### src/sv/tsp_pkg.sv
`timescale 1ns / 1ps
// ----------------------------------------------------------------------------
// tsp_pkg
// Shared types, codes and helpers of the tlv stream parser.
// ----------------------------------------------------------------------------
package tsp_pkg;

   // block limit ceiling and configuration widths
   localparam logic [6:0] BLOCK_LIMIT_MAX = 7'd64;
   localparam int         CSR_DATA_W      = 16;
   localparam int         CSR_INDEX_W     = 1;

   // configuration register indexes
   localparam logic [CSR_INDEX_W-1:0] REG_MAX_VALUE_LENGTH = 1'd0;
   localparam logic [CSR_INDEX_W-1:0] REG_MAX_BLOCKS       = 1'd1;

   // configuration reset values
   localparam logic [15:0] MAX_VALUE_LENGTH_RST = 16'd255;
   localparam logic [6:0]  MAX_BLOCKS_RST       = 7'd64;

   // record kinds
   localparam logic [1:0] KIND_VALUE = 2'd0;
   localparam logic [1:0] KIND_EMPTY = 2'd1;
   localparam logic [1:0] KIND_DONE  = 2'd2;

   // done status codes
   localparam logic [1:0] STATUS_OK        = 2'd0;
   localparam logic [1:0] STATUS_ZERO_ADDR = 2'd1;
   localparam logic [1:0] STATUS_BAD_LEN   = 2'd2;

   // result queue depth
   localparam int QUEUE_DEPTH = 4;
   localparam int QUEUE_PTR_W = $clog2(QUEUE_DEPTH);
   localparam int QUEUE_CNT_W = $clog2(QUEUE_DEPTH + 1);

   // header and value phases
   typedef enum logic [2:0] {
      PH_ADDR_LO,
      PH_ADDR_HI,
      PH_LEN_LO,
      PH_LEN_HI,
      PH_VALUE
   } phase_type;

   // one result record
   typedef struct packed {
      logic [1:0]  kind;
      logic [15:0] block_addr;
      logic [15:0] block_length;
      logic [7:0]  value_byte;
      logic [5:0]  block_index;
      logic        end_of_block;
      logic [1:0]  status;
      logic [6:0]  blocks_parsed;
      logic        done_last;
   } rec_type;

   // frame done record
   function automatic rec_type make_done(input logic [1:0] status,
                                         input logic [6:0] count);
      rec_type r;
      r               = '0;
      r.kind          = KIND_DONE;
      r.status        = status;
      r.blocks_parsed = count;
      r.done_last     = 1'b1;
      return r;
   endfunction

endpackage

### src/sv/tlv_stream_parser.sv
`timescale 1ns / 1ps
// ----------------------------------------------------------------------------
// tlv_stream_parser
// Byte-wide parser of address/length/value blocks with per-byte records.
// ----------------------------------------------------------------------------
//  channel   direction  handshake              payload
//  req       in         req_valid/req_ready    data_byte, last
//  rsp       out        rsp_valid/rsp_ready    kind .. done_last (9 fields)
//  csr       in         csr_wr_en              csr_index, csr_wr_data
//
//  One request per cycle with req_ready high: each byte is decoded in the
//  cycle it is taken and its zero, one or two records go into a four-entry
//  result queue. A record can leave the cycle after its request was taken.
//  req_ready drops only while the queue holds more than two records.
//  Synchronous active-high reset clears parser and queue and resets the csrs.
// ----------------------------------------------------------------------------
module tlv_stream_parser (
   input  logic                               clock,
   input  logic                               reset,
   input  logic                               req_valid,
   output logic                               req_ready,
   input  logic [7:0]                         req_data_byte,
   input  logic                               req_last,
   output logic                               rsp_valid,
   input  logic                               rsp_ready,
   output logic [1:0]                         rsp_kind,
   output logic [15:0]                        rsp_block_addr,
   output logic [15:0]                        rsp_block_length,
   output logic [7:0]                         rsp_value_byte,
   output logic [5:0]                         rsp_block_index,
   output logic                               rsp_end_of_block,
   output logic [1:0]                         rsp_status,
   output logic [6:0]                         rsp_blocks_parsed,
   output logic                               rsp_done_last,
   input  logic                               csr_wr_en,
   input  logic [tsp_pkg::CSR_INDEX_W-1:0]    csr_index,
   input  logic [tsp_pkg::CSR_DATA_W-1:0]     csr_wr_data
);
   import tsp_pkg::*;

   // configuration
   logic [15:0] max_len_ff;
   logic [6:0]  max_blocks_ff;

   // parser state
   phase_type   phase_ff, phase_in;
   logic [15:0] cur_addr_ff, cur_addr_in;
   logic [15:0] cur_length_ff, cur_length_in;
   logic [15:0] remaining_ff, remaining_in;
   logic [6:0]  blocks_done_ff, blocks_done_in;
   logic        discarding_ff, discarding_in;

   // decode helpers
   logic        fire;
   logic [6:0]  block_limit;
   logic        at_limit;
   logic [15:0] addr_full;
   logic [15:0] len_full;
   logic        len_bad;
   logic        rem_one;
   logic [6:0]  blocks_next;

   // records toward the queue
   logic [1:0]  num_recs;
   logic [1:0]  push_count;
   rec_type     rec0, rec1;
   rec_type     out_rec;
   logic        room_for_two;

   assign req_ready   = room_for_two;
   assign fire        = req_valid & req_ready;
   assign addr_full   = {req_data_byte, cur_addr_ff[7:0]};
   assign len_full    = {req_data_byte, cur_length_ff[7:0]};
   assign len_bad     = (len_full > max_len_ff);
   assign at_limit    = (blocks_done_ff >= block_limit);
   assign rem_one     = (remaining_ff == 16'd1);
   assign blocks_next = blocks_done_ff + 7'd1;
   assign push_count  = fire ? num_recs : 2'd0;

   // effective block limit, clamped to one .. ceiling
   always_comb begin
      block_limit = max_blocks_ff;
      if (max_blocks_ff == 7'd0) begin
         block_limit = 7'd1;
      end else if (max_blocks_ff > BLOCK_LIMIT_MAX) begin
         block_limit = BLOCK_LIMIT_MAX;
      end
   end

   // configuration writes
   always_ff @(posedge clock) begin
      if (reset) begin
         max_len_ff    <= MAX_VALUE_LENGTH_RST;
         max_blocks_ff <= MAX_BLOCKS_RST;
      end else if (csr_wr_en) begin
         case (csr_index)
            REG_MAX_VALUE_LENGTH: max_len_ff    <= csr_wr_data[15:0];
            REG_MAX_BLOCKS:       max_blocks_ff <= csr_wr_data[6:0];
            default: ;
         endcase
      end
   end

   // next parser state
   always_comb begin
      phase_in       = phase_ff;
      cur_addr_in    = cur_addr_ff;
      cur_length_in  = cur_length_ff;
      remaining_in   = remaining_ff;
      blocks_done_in = blocks_done_ff;
      discarding_in  = discarding_ff;
      if (fire) begin
         if (req_last) begin
            // every last byte restarts for the next frame
            phase_in       = PH_ADDR_LO;
            cur_addr_in    = '0;
            cur_length_in  = '0;
            remaining_in   = '0;
            blocks_done_in = '0;
            discarding_in  = 1'b0;
         end else if (!discarding_ff) begin
            case (phase_ff)
               PH_ADDR_LO: begin
                  if (!at_limit) begin
                     cur_addr_in = {8'd0, req_data_byte};
                     phase_in    = PH_ADDR_HI;
                  end
               end
               PH_ADDR_HI: begin
                  if (addr_full == 16'd0) begin
                     discarding_in = 1'b1;
                  end else begin
                     cur_addr_in = addr_full;
                     phase_in    = PH_LEN_LO;
                  end
               end
               PH_LEN_LO: begin
                  cur_length_in = {8'd0, req_data_byte};
                  phase_in      = PH_LEN_HI;
               end
               PH_LEN_HI: begin
                  if (len_bad) begin
                     discarding_in = 1'b1;
                  end else if (len_full == 16'd0) begin
                     cur_length_in  = '0;
                     blocks_done_in = blocks_next;
                     phase_in       = PH_ADDR_LO;
                  end else begin
                     cur_length_in = len_full;
                     remaining_in  = len_full;
                     phase_in      = PH_VALUE;
                  end
               end
               PH_VALUE: begin
                  if (remaining_ff == 16'd0) begin
                     phase_in = PH_ADDR_LO;
                  end else begin
                     remaining_in = remaining_ff - 16'd1;
                     if (rem_one) begin
                        blocks_done_in = blocks_next;
                        phase_in       = PH_ADDR_LO;
                     end
                  end
               end
               default: phase_in = PH_ADDR_LO;
            endcase
         end
      end
   end

   // records caused by the current request
   always_comb begin
      num_recs = 2'd0;
      rec0     = '0;
      rec1     = '0;
      if (!discarding_ff) begin
         case (phase_ff)
            PH_ADDR_LO, PH_LEN_LO: begin
               if (req_last) begin
                  rec0     = make_done(STATUS_OK, blocks_done_ff);
                  num_recs = 2'd1;
               end
            end
            PH_ADDR_HI: begin
               if (addr_full == 16'd0) begin
                  rec0     = make_done(STATUS_ZERO_ADDR, blocks_done_ff);
                  num_recs = 2'd1;
               end else if (req_last) begin
                  rec0     = make_done(STATUS_OK, blocks_done_ff);
                  num_recs = 2'd1;
               end
            end
            PH_LEN_HI: begin
               if (len_bad) begin
                  rec0     = make_done(STATUS_BAD_LEN, blocks_done_ff);
                  num_recs = 2'd1;
               end else if (len_full == 16'd0) begin
                  // empty block, then the done record on a last byte
                  rec0.kind         = KIND_EMPTY;
                  rec0.block_addr   = cur_addr_ff;
                  rec0.block_index  = blocks_done_ff[5:0];
                  rec0.end_of_block = 1'b1;
                  num_recs          = 2'd1;
                  if (req_last) begin
                     rec1     = make_done(STATUS_OK, blocks_next);
                     num_recs = 2'd2;
                  end
               end else if (req_last) begin
                  rec0     = make_done(STATUS_BAD_LEN, blocks_done_ff);
                  num_recs = 2'd1;
               end
            end
            PH_VALUE: begin
               if (remaining_ff == 16'd0) begin
                  if (req_last) begin
                     rec0     = make_done(STATUS_OK, blocks_done_ff);
                     num_recs = 2'd1;
                  end
               end else begin
                  rec0.kind         = KIND_VALUE;
                  rec0.block_addr   = cur_addr_ff;
                  rec0.block_length = cur_length_ff;
                  rec0.value_byte   = req_data_byte;
                  rec0.block_index  = blocks_done_ff[5:0];
                  rec0.end_of_block = rem_one;
                  num_recs          = 2'd1;
                  // a last byte inside the value truncates it
                  if (req_last) begin
                     rec1     = rem_one ? make_done(STATUS_OK, blocks_next)
                                        : make_done(STATUS_BAD_LEN, blocks_done_ff);
                     num_recs = 2'd2;
                  end
               end
            end
            default: num_recs = 2'd0;
         endcase
      end
   end

   // parser state registers
   always_ff @(posedge clock) begin
      if (reset) begin
         phase_ff       <= PH_ADDR_LO;
         cur_addr_ff    <= '0;
         cur_length_ff  <= '0;
         remaining_ff   <= '0;
         blocks_done_ff <= '0;
         discarding_ff  <= 1'b0;
      end else begin
         phase_ff       <= phase_in;
         cur_addr_ff    <= cur_addr_in;
         cur_length_ff  <= cur_length_in;
         remaining_ff   <= remaining_in;
         blocks_done_ff <= blocks_done_in;
         discarding_ff  <= discarding_in;
      end
   end

   // result queue
   tsp_queue u_queue (
      .clock        (clock),
      .reset        (reset),
      .push_count   (push_count),
      .push_rec0    (rec0),
      .push_rec1    (rec1),
      .room_for_two (room_for_two),
      .out_valid    (rsp_valid),
      .out_ready    (rsp_ready),
      .out_rec      (out_rec)
   );

   assign rsp_kind          = out_rec.kind;
   assign rsp_block_addr    = out_rec.block_addr;
   assign rsp_block_length  = out_rec.block_length;
   assign rsp_value_byte    = out_rec.value_byte;
   assign rsp_block_index   = out_rec.block_index;
   assign rsp_end_of_block  = out_rec.end_of_block;
   assign rsp_status        = out_rec.status;
   assign rsp_blocks_parsed = out_rec.blocks_parsed;
   assign rsp_done_last     = out_rec.done_last;

endmodule

### src/sv/tsp_queue.sv
`timescale 1ns / 1ps
// ----------------------------------------------------------------------------
// tsp_queue
// Small result queue: up to two records in per cycle, one out if out_ready.
// ----------------------------------------------------------------------------
module tsp_queue (
   input  logic             clock,
   input  logic             reset,
   input  logic [1:0]       push_count,
   input  tsp_pkg::rec_type push_rec0,
   input  tsp_pkg::rec_type push_rec1,
   output logic             room_for_two,
   output logic             out_valid,
   input  logic             out_ready,
   output tsp_pkg::rec_type out_rec
);
   import tsp_pkg::*;

   rec_type                  mem_ff [QUEUE_DEPTH];
   logic [QUEUE_PTR_W-1:0]   wr_ptr_ff, wr_ptr_in;
   logic [QUEUE_PTR_W-1:0]   rd_ptr_ff, rd_ptr_in;
   logic [QUEUE_CNT_W-1:0]   count_ff, count_in;
   logic                     pop;
   logic [QUEUE_PTR_W-1:0]   wr_ptr_next;

   assign pop          = out_valid & out_ready;
   assign out_valid    = (count_ff != '0);
   assign out_rec      = mem_ff[rd_ptr_ff];
   assign room_for_two = (count_ff <= QUEUE_CNT_W'(QUEUE_DEPTH - 2));
   assign wr_ptr_next  = wr_ptr_ff + QUEUE_PTR_W'(1);

   // pointer and fill count update
   always_comb begin
      wr_ptr_in = wr_ptr_ff + QUEUE_PTR_W'(push_count);
      rd_ptr_in = rd_ptr_ff + QUEUE_PTR_W'(pop);
      count_in  = count_ff + QUEUE_CNT_W'(push_count) - QUEUE_CNT_W'(pop);
   end

   always_ff @(posedge clock) begin
      if (reset) begin
         wr_ptr_ff <= '0;
         rd_ptr_ff <= '0;
         count_ff  <= '0;
      end else begin
         wr_ptr_ff <= wr_ptr_in;
         rd_ptr_ff <= rd_ptr_in;
         count_ff  <= count_in;
      end
   end

   // record storage
   always_ff @(posedge clock) begin
      if (push_count != 2'd0) begin
         mem_ff[wr_ptr_ff] <= push_rec0;
      end
      if (push_count == 2'd2) begin
         mem_ff[wr_ptr_next] <= push_rec1;
      end
   end

endmodule

### config.mk
export PLATFORM = sky130hd
export DESIGN_NAME = tlv_stream_parser
export DESIGN_NICKNAME = d
export VERILOG_FILES = /design/src/sv/tsp_pkg.sv /design/src/sv/tlv_stream_parser.sv /design/src/sv/tsp_queue.sv
export SDC_FILE = /design/constraint.sdc
export NUM_CORES = 1
export LEC_CHECK = 0
export ABC_AREA = 1
export BUFFER_PORTS_ARGS = -buffer_cell sky130_fd_sc_hd__buf_2
export CAP_MARGIN = 20
export CORE_ASPECT_RATIO = 2
export CORE_MARGIN = 2
export CORE_UTILIZATION = 48
export DETAILED_ROUTE_END_ITERATION = 10
export PLACE_DENSITY = 0.8
export SYNTH_ARGS = -nofsm -noshare
export SYNTH_HDL_FRONTEND = slang
export SYNTH_SLANG_ARGS = --single-unit
### constraint.sdc
create_clock -name clock -period 3.54 [get_ports clock]
set_input_delay 1.062 -clock clock [delete_from_list [all_inputs] [get_ports clock]]
set_output_delay 1.062 -clock clock [all_outputs]
set_load 0.1 [all_outputs]
Yosys cells after proc, flatten, opt, wreduce, memory -nomap -nowiden
Memories as Yosys holds them, arrays and structs flattened. A register that Yosys moved wholly into a read port is not among the register bits.
Index checks and enable logic that the tools add are counted.
{"block": "word_totals", "regBits": 89, "in_bits": 31, "mem_bits_rw": 236, "memories": 1}
{"block": "op_classes", "n_reduce_logical": 21, "mux": 73, "magnitude_cmp": 4, "add_sub_neg": 7, "n_eq_ne": 17, "bitwise": 3}
{"memory": "u_queue.mem_ff", "words": 4, "width": 59, "read_ports": 1, "rd_ports_with_merged_regs": 1, "write_ports": 2, "line_no": "tsp_queue.sv:19", "source": "rec_type mem_ff [QUEUE_DEPTH];"}
{"operator": "$mux 59", "count": 11}
{"operator": "$pmux 59 s4", "count": 1}
{"operator": "$mux 16", "count": 13}
{"operator": "$pmux 59 s2", "count": 1}
{"operator": "$pmux 16 s2", "count": 3}
{"operator": "$mux 7", "count": 9}
{"operator": "$mux 49", "count": 1}
{"operator": "$logic_not 16->1", "count": 3}
{"operator": "$mux 10", "count": 3}
{"operator": "$mux 24", "count": 1}
{"operator": "$mux 3", "count": 8}
{"operator": "$ne 3x3->1 const B", "count": 7}
{"operator": "$mux 18", "count": 1}
{"operator": "$eq 16x1->1 const B", "count": 1}
{"operator": "$gt 16x16->1", "count": 1}
{"operator": "$sub 16x1->16 const B", "count": 1}
{"operator": "$pmux 3 s5", "count": 1}
{"operator": "$reduce_and 5->1", "count": 3}
{"operator": "$mux 2", "count": 7}
{"operator": "$pmux 7 s2", "count": 1}
{"operator": "$reduce_and 6->1", "count": 2}
{"operator": "$reduce_bool 3->1", "count": 4}
{"operator": "$mux 1", "count": 10}
{"operator": "$pmux 2 s4", "count": 1}
{"operator": "25 further kinds", "count": 31}

Logic depth before layout (Yosys ltp)
Gate-level depths: netlist (run 1).
{"block": "logic_depth", "depth_word": 9, "mapped_depth": 21}

By module
A second synthesis (run 1) with hierarchy kept.
{"block": "hier_totals", "cells_unflattened": 2123, "area_unflattened_um2": 17271.6}
{"module": "tsp_queue", "cells_per_inst": 1218, "area_per_inst_um2": 11685.0, "n_inst": 1}
{"module": "tlv_stream_parser", "cells_per_inst": 905, "area_per_inst_um2": 5586.6, "n_inst": 1}

Worst setup path after synthesis (run 1)
OpenSTA, ideal clock, no wires.
{"block": "synth_timing", "path_kind": "register to output", "start": "register u_queue.rd_ptr_ff[0] (netlist name)", "end": "output port rsp_kind[1]", "path_slack_ns": -0.472, "required_time_ns": 2.478, "path_stages_with_launch": 7, "path_buffers": 3, "arrival_time_ns": 2.950, "cell_sequence": "dfxtp_1 > clkbuf_1 > clkinv_1 > clkbuf_1 > o21ai_0 > o22ai_1 > buf_4"}
{"item": "to (decl)", "line_no": "tlv_stream_parser.sv:26", "source": "output logic [1:0] rsp_kind,"}

==> impl_results.md, run 1 <==
- Status: finished clean
- Crit path max-delay family: buffers and inverters
- Critical Path AT: 2.43 ns
- Pleak: 8.342 nW
- CTS tree: yes
- Top cells by area, synth: dfxtp_1 (36%), nand2_1 (14%), nand3_1 (8.8%)
- Gr usage total: 29.51%
- Top cell type's share of synthesized area: 35.98%
- Cell count along the critical path: 5
- Worst setup path start: u_queue.rd_ptr_ff[0]$_SDFF_PP0_
- Worst path cell trace: inv_2 -> buf_4 -> o21ai_0 -> o22ai_2 -> buf_2
- Setup violators final: 0
- Max-slew violation count: 0
- Hold_buf cts: 0
- Worst-margin pin slew: 1.070 ns
- Post-DR vias/cell: 5.833
- Starting Density: 48.50%
- Reg-to-Reg Start: remaining_ff[0]$_SDFFE_PP0P_
- Clk slew on worst S/H paths: 0.07 ns
- Synth Flop Type: dfxtp_1
- Port Buffers: 91
- Worst relative slew slack: 28.56%
- Placed cell area: 17380 sq um
- CTS sink count: 321
- Drt first pass iters: 6
- Pwr Total: 14.07 mW
- Crit-path max FO: 30
- CP Capture Type: output port
- Nets: 2399
- Area grow syn2layout: 15.65%
- Max-cap violations: 0
- Initial antenna violation count: 0
- Bufs and invs on worst path: 3
- Hold depth: 2
- Cell taking the most area after synthesis: dfxtp_1
- FMAX: 0.2868 GHz
- EDFF count, synth: 36
- Slowest stage delay, CP: 0.46 ns
- Final ANT Viol Nets: 0
- Via total after detailed routing: 16220
- Tmin final: 3.487 ns
- R2R depth: 19
- CTS H-tree depth: 1
- Largest net degree at the start of global routing: 66
- Synthesized Nets: 2323
- Cts bufs inserted: 27
- Syn avg cell area: 7.038 sq um
- Root buf cell: clkbuf_16
- Post-Syn Area: 15860 sq um
- Ys async rst share: 0%
- Most frequent cells in the layout: nand2_1 (599), dfxtp_1 (284), nand3_1 (278)
- Register area share after synthesis: 42.80%
- Die W: 132.5 um
- Setup CP Type: flip-flop to output port
- Maximum root-to-sink buffer count: 3
- Number of global-route vias before repair: 15770
- Hold Startpoint: max_len_ff[15]$_SDFFE_PP0P_
- Final std cells w/o fill: 2781
- Pwr Density: 767.0 nW/um^2
- ANT cells: 0
- DRC viols: 0
- Die area: 34590 sq um
- Seq cells post-synth: 321
- Fin Hold WS: 0.4607 ns
- Final non-filler cell area: 18340 sq um
- HP Class: flip-flop to flip-flop
- Die Y: 261.0 um
- Final Wtd Congestion: 1.001
- Hold violation count in the final report: 0
- Site Rows: 94
- Core Area: 32700 sq um
- Mapped Cells: 2253
- Boundary pin count: 92
- Slowest CP cell: dfxtp_4
- Total negative setup slack: 0 ns
- Fin crit share: 98.51%
- Drt initial violations: 1403
- Netlist cell types: 46
- Share of cells above drive strength 1: 13.28%
- Total Routed Length: 52600 um
- Clock skew: 0.01048 ns
- WL per Instance: 18.91 um
- Detailed Place HPWL: 35390 um
- Clk_lat worst skew: 0.55 ns
- Cells after DPL: 2730
- CP required: 2.48 ns
- GR Overflow Total: 0
- First-pass GRT wire length: 81560 um
- Leading cell type in the layout, fill and taps excluded: nand2_1
- Max IR drop VDD: 0.6265 mV
- CP startpoint kind: flip-flop
- YS warnings: 0
[worst reg2reg max path: cells and delay by family, from the launching register on]
family                   cells  cell delay (ns)
AO/OA/AOI/OAI                1             0.17
adder cells (fa/ha/maj)      2             0.37
buffers and inverters        6             0.85
flip-flops                   1             0.32
AND/OR/NAND/NOR             10             1.42
[stage by stage]
step / utilization, % / setup slack, ns
CTS: 55.92 / 0.01630
finish: 56.08 / 0.05282
floorplan: - / 0.03194
detailed placement: 53.17 / -0.1330
global placement: 53.08 / -0.2124
global route: 56.08 / -0.01394
[synth_stat cells (13+ instances only)]
cell type and count:
nand2_1 603, dfxtp_1 285, nand3_1 278, nor2_1 269
o21ai_0 183, inv_1 122, a21oi_1 96, clkbuf_1 78
o22ai_1 59, buf_2 46, ha_1 38, edfxtp_1 36
nor3_1 26, nand4_1 23, buf_6 14, o211ai_1 13
[cell families (layout without fill, tap and decap cells)]
logic type      Yosys count  count (layout)  synth area share, %
flops                   321             321                42.80
buf+inv                 275             371                7.630
compound gates          388             388                13.68
fa+ha+maj                39              39                3.125
xor+xnor                  9               9               0.4971
simple gates           1221            1221                32.27
[sequential cells by signal, indices dropped and copies added, names as in the netlist]
name,flops
u_queue.wr_ptr_ff,2
remaining_ff,16
u_queue.rd_ptr_ff,2
discarding_ff,1
cur_addr_ff,16
u_queue.mem_ff,232
u_queue.count_ff,3
max_blocks_ff,7
max_len_ff,16
cur_length_ff,16
phase_ff,3
blocks_done_ff,7
[repair_timing]
| item | in CTS | in global routing |
|---|---|---|
| setup buffers | 0 | 1 |
| gates resized for setup | 0 | 8 |
| setup endpoints to repair | 0 | 21 |
[where the power goes]
part / total [mW] / switching (mW) / internal [mW] / leakage [nW]
Clock: 3.06 / 1.39 / 1.67 / 0.442
Combinational: 6.82 / 5.39 / 1.43 / 5.27
Sequential: 4.18 / 0.219 / 3.96 / 2.63
[worst paths after layout]
| kind | endpoint | slack, ns |
|---|---|---|
| worst min-delay path | max_len_ff[15]$_SDFFE_PP0P_ | 0.46 |
| worst min register to register | max_len_ff[15]$_SDFFE_PP0P_ | 0.46 |
| worst max-delay path | rsp_block_addr[4] | 0.05 |
| worst max register to register | u_queue.mem_ff[1][5]$_DFFE_PP_ | 0.14 |
[final cells by class]
type                            count  area [sq um]
Clock buffer                       37         763.2
Clock inverter                     12         135.1
Fill cell                        3180         14360
Inverter                          129         484.2
Multi-Input combinational cell   1657          8130
Sequential cell                   321          6790
Tap cell                          432         540.5
Timing Repair Buffer              193          1494
[routing by layer]
metal	track usage (%)	wire length, um	vias to the layer above
met5	0	0	-
met4	22.52	3839	0
met3	3.039	3616	207
met2	54.17	26920	797
met1	30.73	18220	7599
li1	-	-	7618
Note: power is estimated with default switching activity, not from simulation.
==> run 2: changes to the inputs <==
Settings changed: CORE_MARGIN 2 to 5.
==> impl_results.md, run 2 (synthesized netlist as in run 1, its figures left out) <==
- Status: finished clean (unchanged)
- Final ANT Viol Nets: 0 (unchanged)
- CP startpoint kind: flip-flop (unchanged)
- Port Buffers: 91 (unchanged)
- Pleak: 8.329 nW (was 8.342 nW)
- GR Overflow Total: 0 (unchanged)
- Max-cap violations: 0 (unchanged)
- First-pass GRT wire length: 82520 um (was 81560 um)
- RSZ-0062 raised after global routing: false
- Critical Path AT: 2.44 ns (was 2.43 ns)
- CTS tree: yes (unchanged)
- Die Y: 267.0 um (was 261.0 um)
- CP Capture Type: output port (unchanged)
- Area grow syn2layout: 16.12% (was 15.65%)
- Crit path max-delay family: buffers and inverters (unchanged)
- Worst-margin pin slew: 0.8948 ns (was 1.070 ns)
- Hold_buf cts: 0 (unchanged)
- CP required: 2.48 ns (about the same)
- Setup violators final: 0 (unchanged)
- Crit-path max FO: 44 (was 30)
- Gr usage total: 27.50% (was 29.51%)
- Share of cells above drive strength 1: 13.26% (was 13.28%)
- Worst relative slew slack: 40.13% (was 28.56%)
- Maximum root-to-sink buffer count: 3 (unchanged)
- Cells after DPL: 2726 (was 2730)
- HP Class: flip-flop to flip-flop (unchanged)
- Root buf cell: clkbuf_16 (unchanged)
- Cell count along the critical path: 5 (unchanged)
- R2R depth: 19 (unchanged)
- Die W: 138.5 um (was 132.5 um)
- Drt initial violations: 1562 (was 1403)
- Fin Hold WS: 0.4620 ns (was 0.4607 ns)
- Site Rows: 94 (unchanged)
- Initial antenna violation count: 0 (unchanged)
- CTS sink count: 321 (unchanged)
- Worst path cell trace: inv_2 -> buf_12 -> nor2_1 -> o22ai_2 -> buf_2 (was inv_2 -> buf_4 -> o21ai_0 -> o22ai_2 -> buf_2)
- Drt first pass iters: 5 (was 6)
- Core Area: 32810 sq um (was 32700 sq um)
- Most frequent cells in the layout: nand2_1 (599), dfxtp_1 (284), nand3_1 (278) (unchanged)
- Pwr Density: 771.5 nW/um^2 (was 767.0 nW/um^2)
- Slowest CP cell: dfxtp_4 (unchanged)
- Clock skew: 0.01636 ns (was 0.01048 ns)
- Starting Density: 48.32% (was 48.50%)
- Max-slew violation count: 0 (unchanged)
- Hold violation count in the final report: 0 (unchanged)
- Largest net degree at the start of global routing: 55 (was 66)
- Final Wtd Congestion: 0.9981 (was 1.001)
- Die area: 36990 sq um (was 34590 sq um)
- Fin crit share: 98.98% (was 98.51%)
- Setup CP Type: flip-flop to output port (unchanged)
- Clk slew on worst S/H paths: 0.07 ns (about the same)
- CTS H-tree depth: 1 (unchanged)
- FMAX: 0.2854 GHz (was 0.2868 GHz)
- Detailed Place HPWL: 36100 um (was 35390 um)
- Tmin final: 3.504 ns (was 3.487 ns)
- Clk_lat worst skew: 0.57 ns (was 0.55 ns)
- Total Routed Length: 53110 um (was 52600 um)
- Largest reg by FF count: u_queue.mem_ff (unchanged)
- Slowest stage delay, CP: 0.46 ns (about the same)
- Number of global-route vias before repair: 16060 (was 15770)
- DRC viols: 0 (unchanged)
- Via total after detailed routing: 16280 (was 16220)
- WL per Instance: 19.12 um (was 18.91 um)
- Nets: 2395 (was 2399)
- Max IR drop VDD: 0.6890 mV (was 0.6265 mV)
- Cts bufs inserted: 27 (unchanged)
- Hold depth: 2 (unchanged)
- ANT cells: 0 (unchanged)
- Final std cells w/o fill: 2778 (was 2781)
- Bufs and invs on worst path: 3 (unchanged)
- Leading cell type in the layout, fill and taps excluded: nand2_1 (unchanged)
- Boundary pin count: 92 (unchanged)
- Max reg flops: 232 (unchanged)
- Post-DR vias/cell: 5.861 (was 5.833)
==> run 2: worst reg2reg max path: cells and delay by family, from the launching register on <==
family	cells	cell delay (ns)
and+or+nand+nor	11	1.46
DFF	1	0.33
adders and majority gates	2	0.45
AOI/OAI and AO/OA	2	0.25
buffers and inverters	4	0.64
==> run 2: power breakdown <==
part           switching (mW)  internal, mW  total, mW
Sequential              0.224          3.96       4.19
Combinational            5.38          1.49       6.87
Clock                    1.42          1.73       3.15
Total                    7.02          7.18       14.2
==> run 2: timing repair <==
| item | CTS | global route |
|---|---|---|
| setup buffers | 1 | 0 |
| endpoints found under the setup margin | 17 | 130 |
| resized for setup | 3 | 21 |
==> run 2: worst paths after layout <==
path                                      startpoint                                 end  slack (ns)
setup / recovery     u_queue.rd_ptr_ff[0]$_SDFF_PP0_                   rsp_block_addr[8]        0.04
hold / removal    u_queue.mem_ff[2][19]$_SDFFE_PP0P_  u_queue.mem_ff[2][19]$_SDFFE_PP0P_        0.46
setup reg to reg        remaining_ff[0]$_SDFFE_PP0P_      u_queue.mem_ff[2][5]$_DFFE_PP_        0.17
hold reg to reg   u_queue.mem_ff[2][19]$_SDFFE_PP0P_  u_queue.mem_ff[2][19]$_SDFFE_PP0P_        0.46
==> run 2: metrics by stage <==
stage / utilization (%) / setup slack, ns / instance area, sq um / setup TNS [ns] / power (mW)
final: 56.11 / 0.03600 / 18410 / 0 / 14.21
after global routing: 56.11 / 0.003381 / 18410 / 0 / 14.72
after CTS: 55.86 / 0.03317 / 18330 / 0 / 14.07
after detailed placement: 52.98 / -0.2674 / 17380 / -29.16 / 10.93
after global placement: 52.98 / -0.1480 / 17380 / -13.64 / 10.83
after floorplan: - / 0.03194 / 16120 / 0 / 9.480
==> run 2: layer usage <==
metal,GRT usage [%],share of wire [%]
met4,19.59,7.4
met3,3.281,7.2
met2,51.23,52
met5,0,0
met1,28.17,33
==> run 2: cell type report <==
type,instances,area [sq um]
Clock inverter,18,177.7
Fill cell,2961,14400
Timing Repair Buffer,189,1541
Inverter,129,484.2
Clock buffer,32,745.7
Multi-Input combinational cell,1657,8133
Tap cell,432,540.5
Sequential cell,321,6790
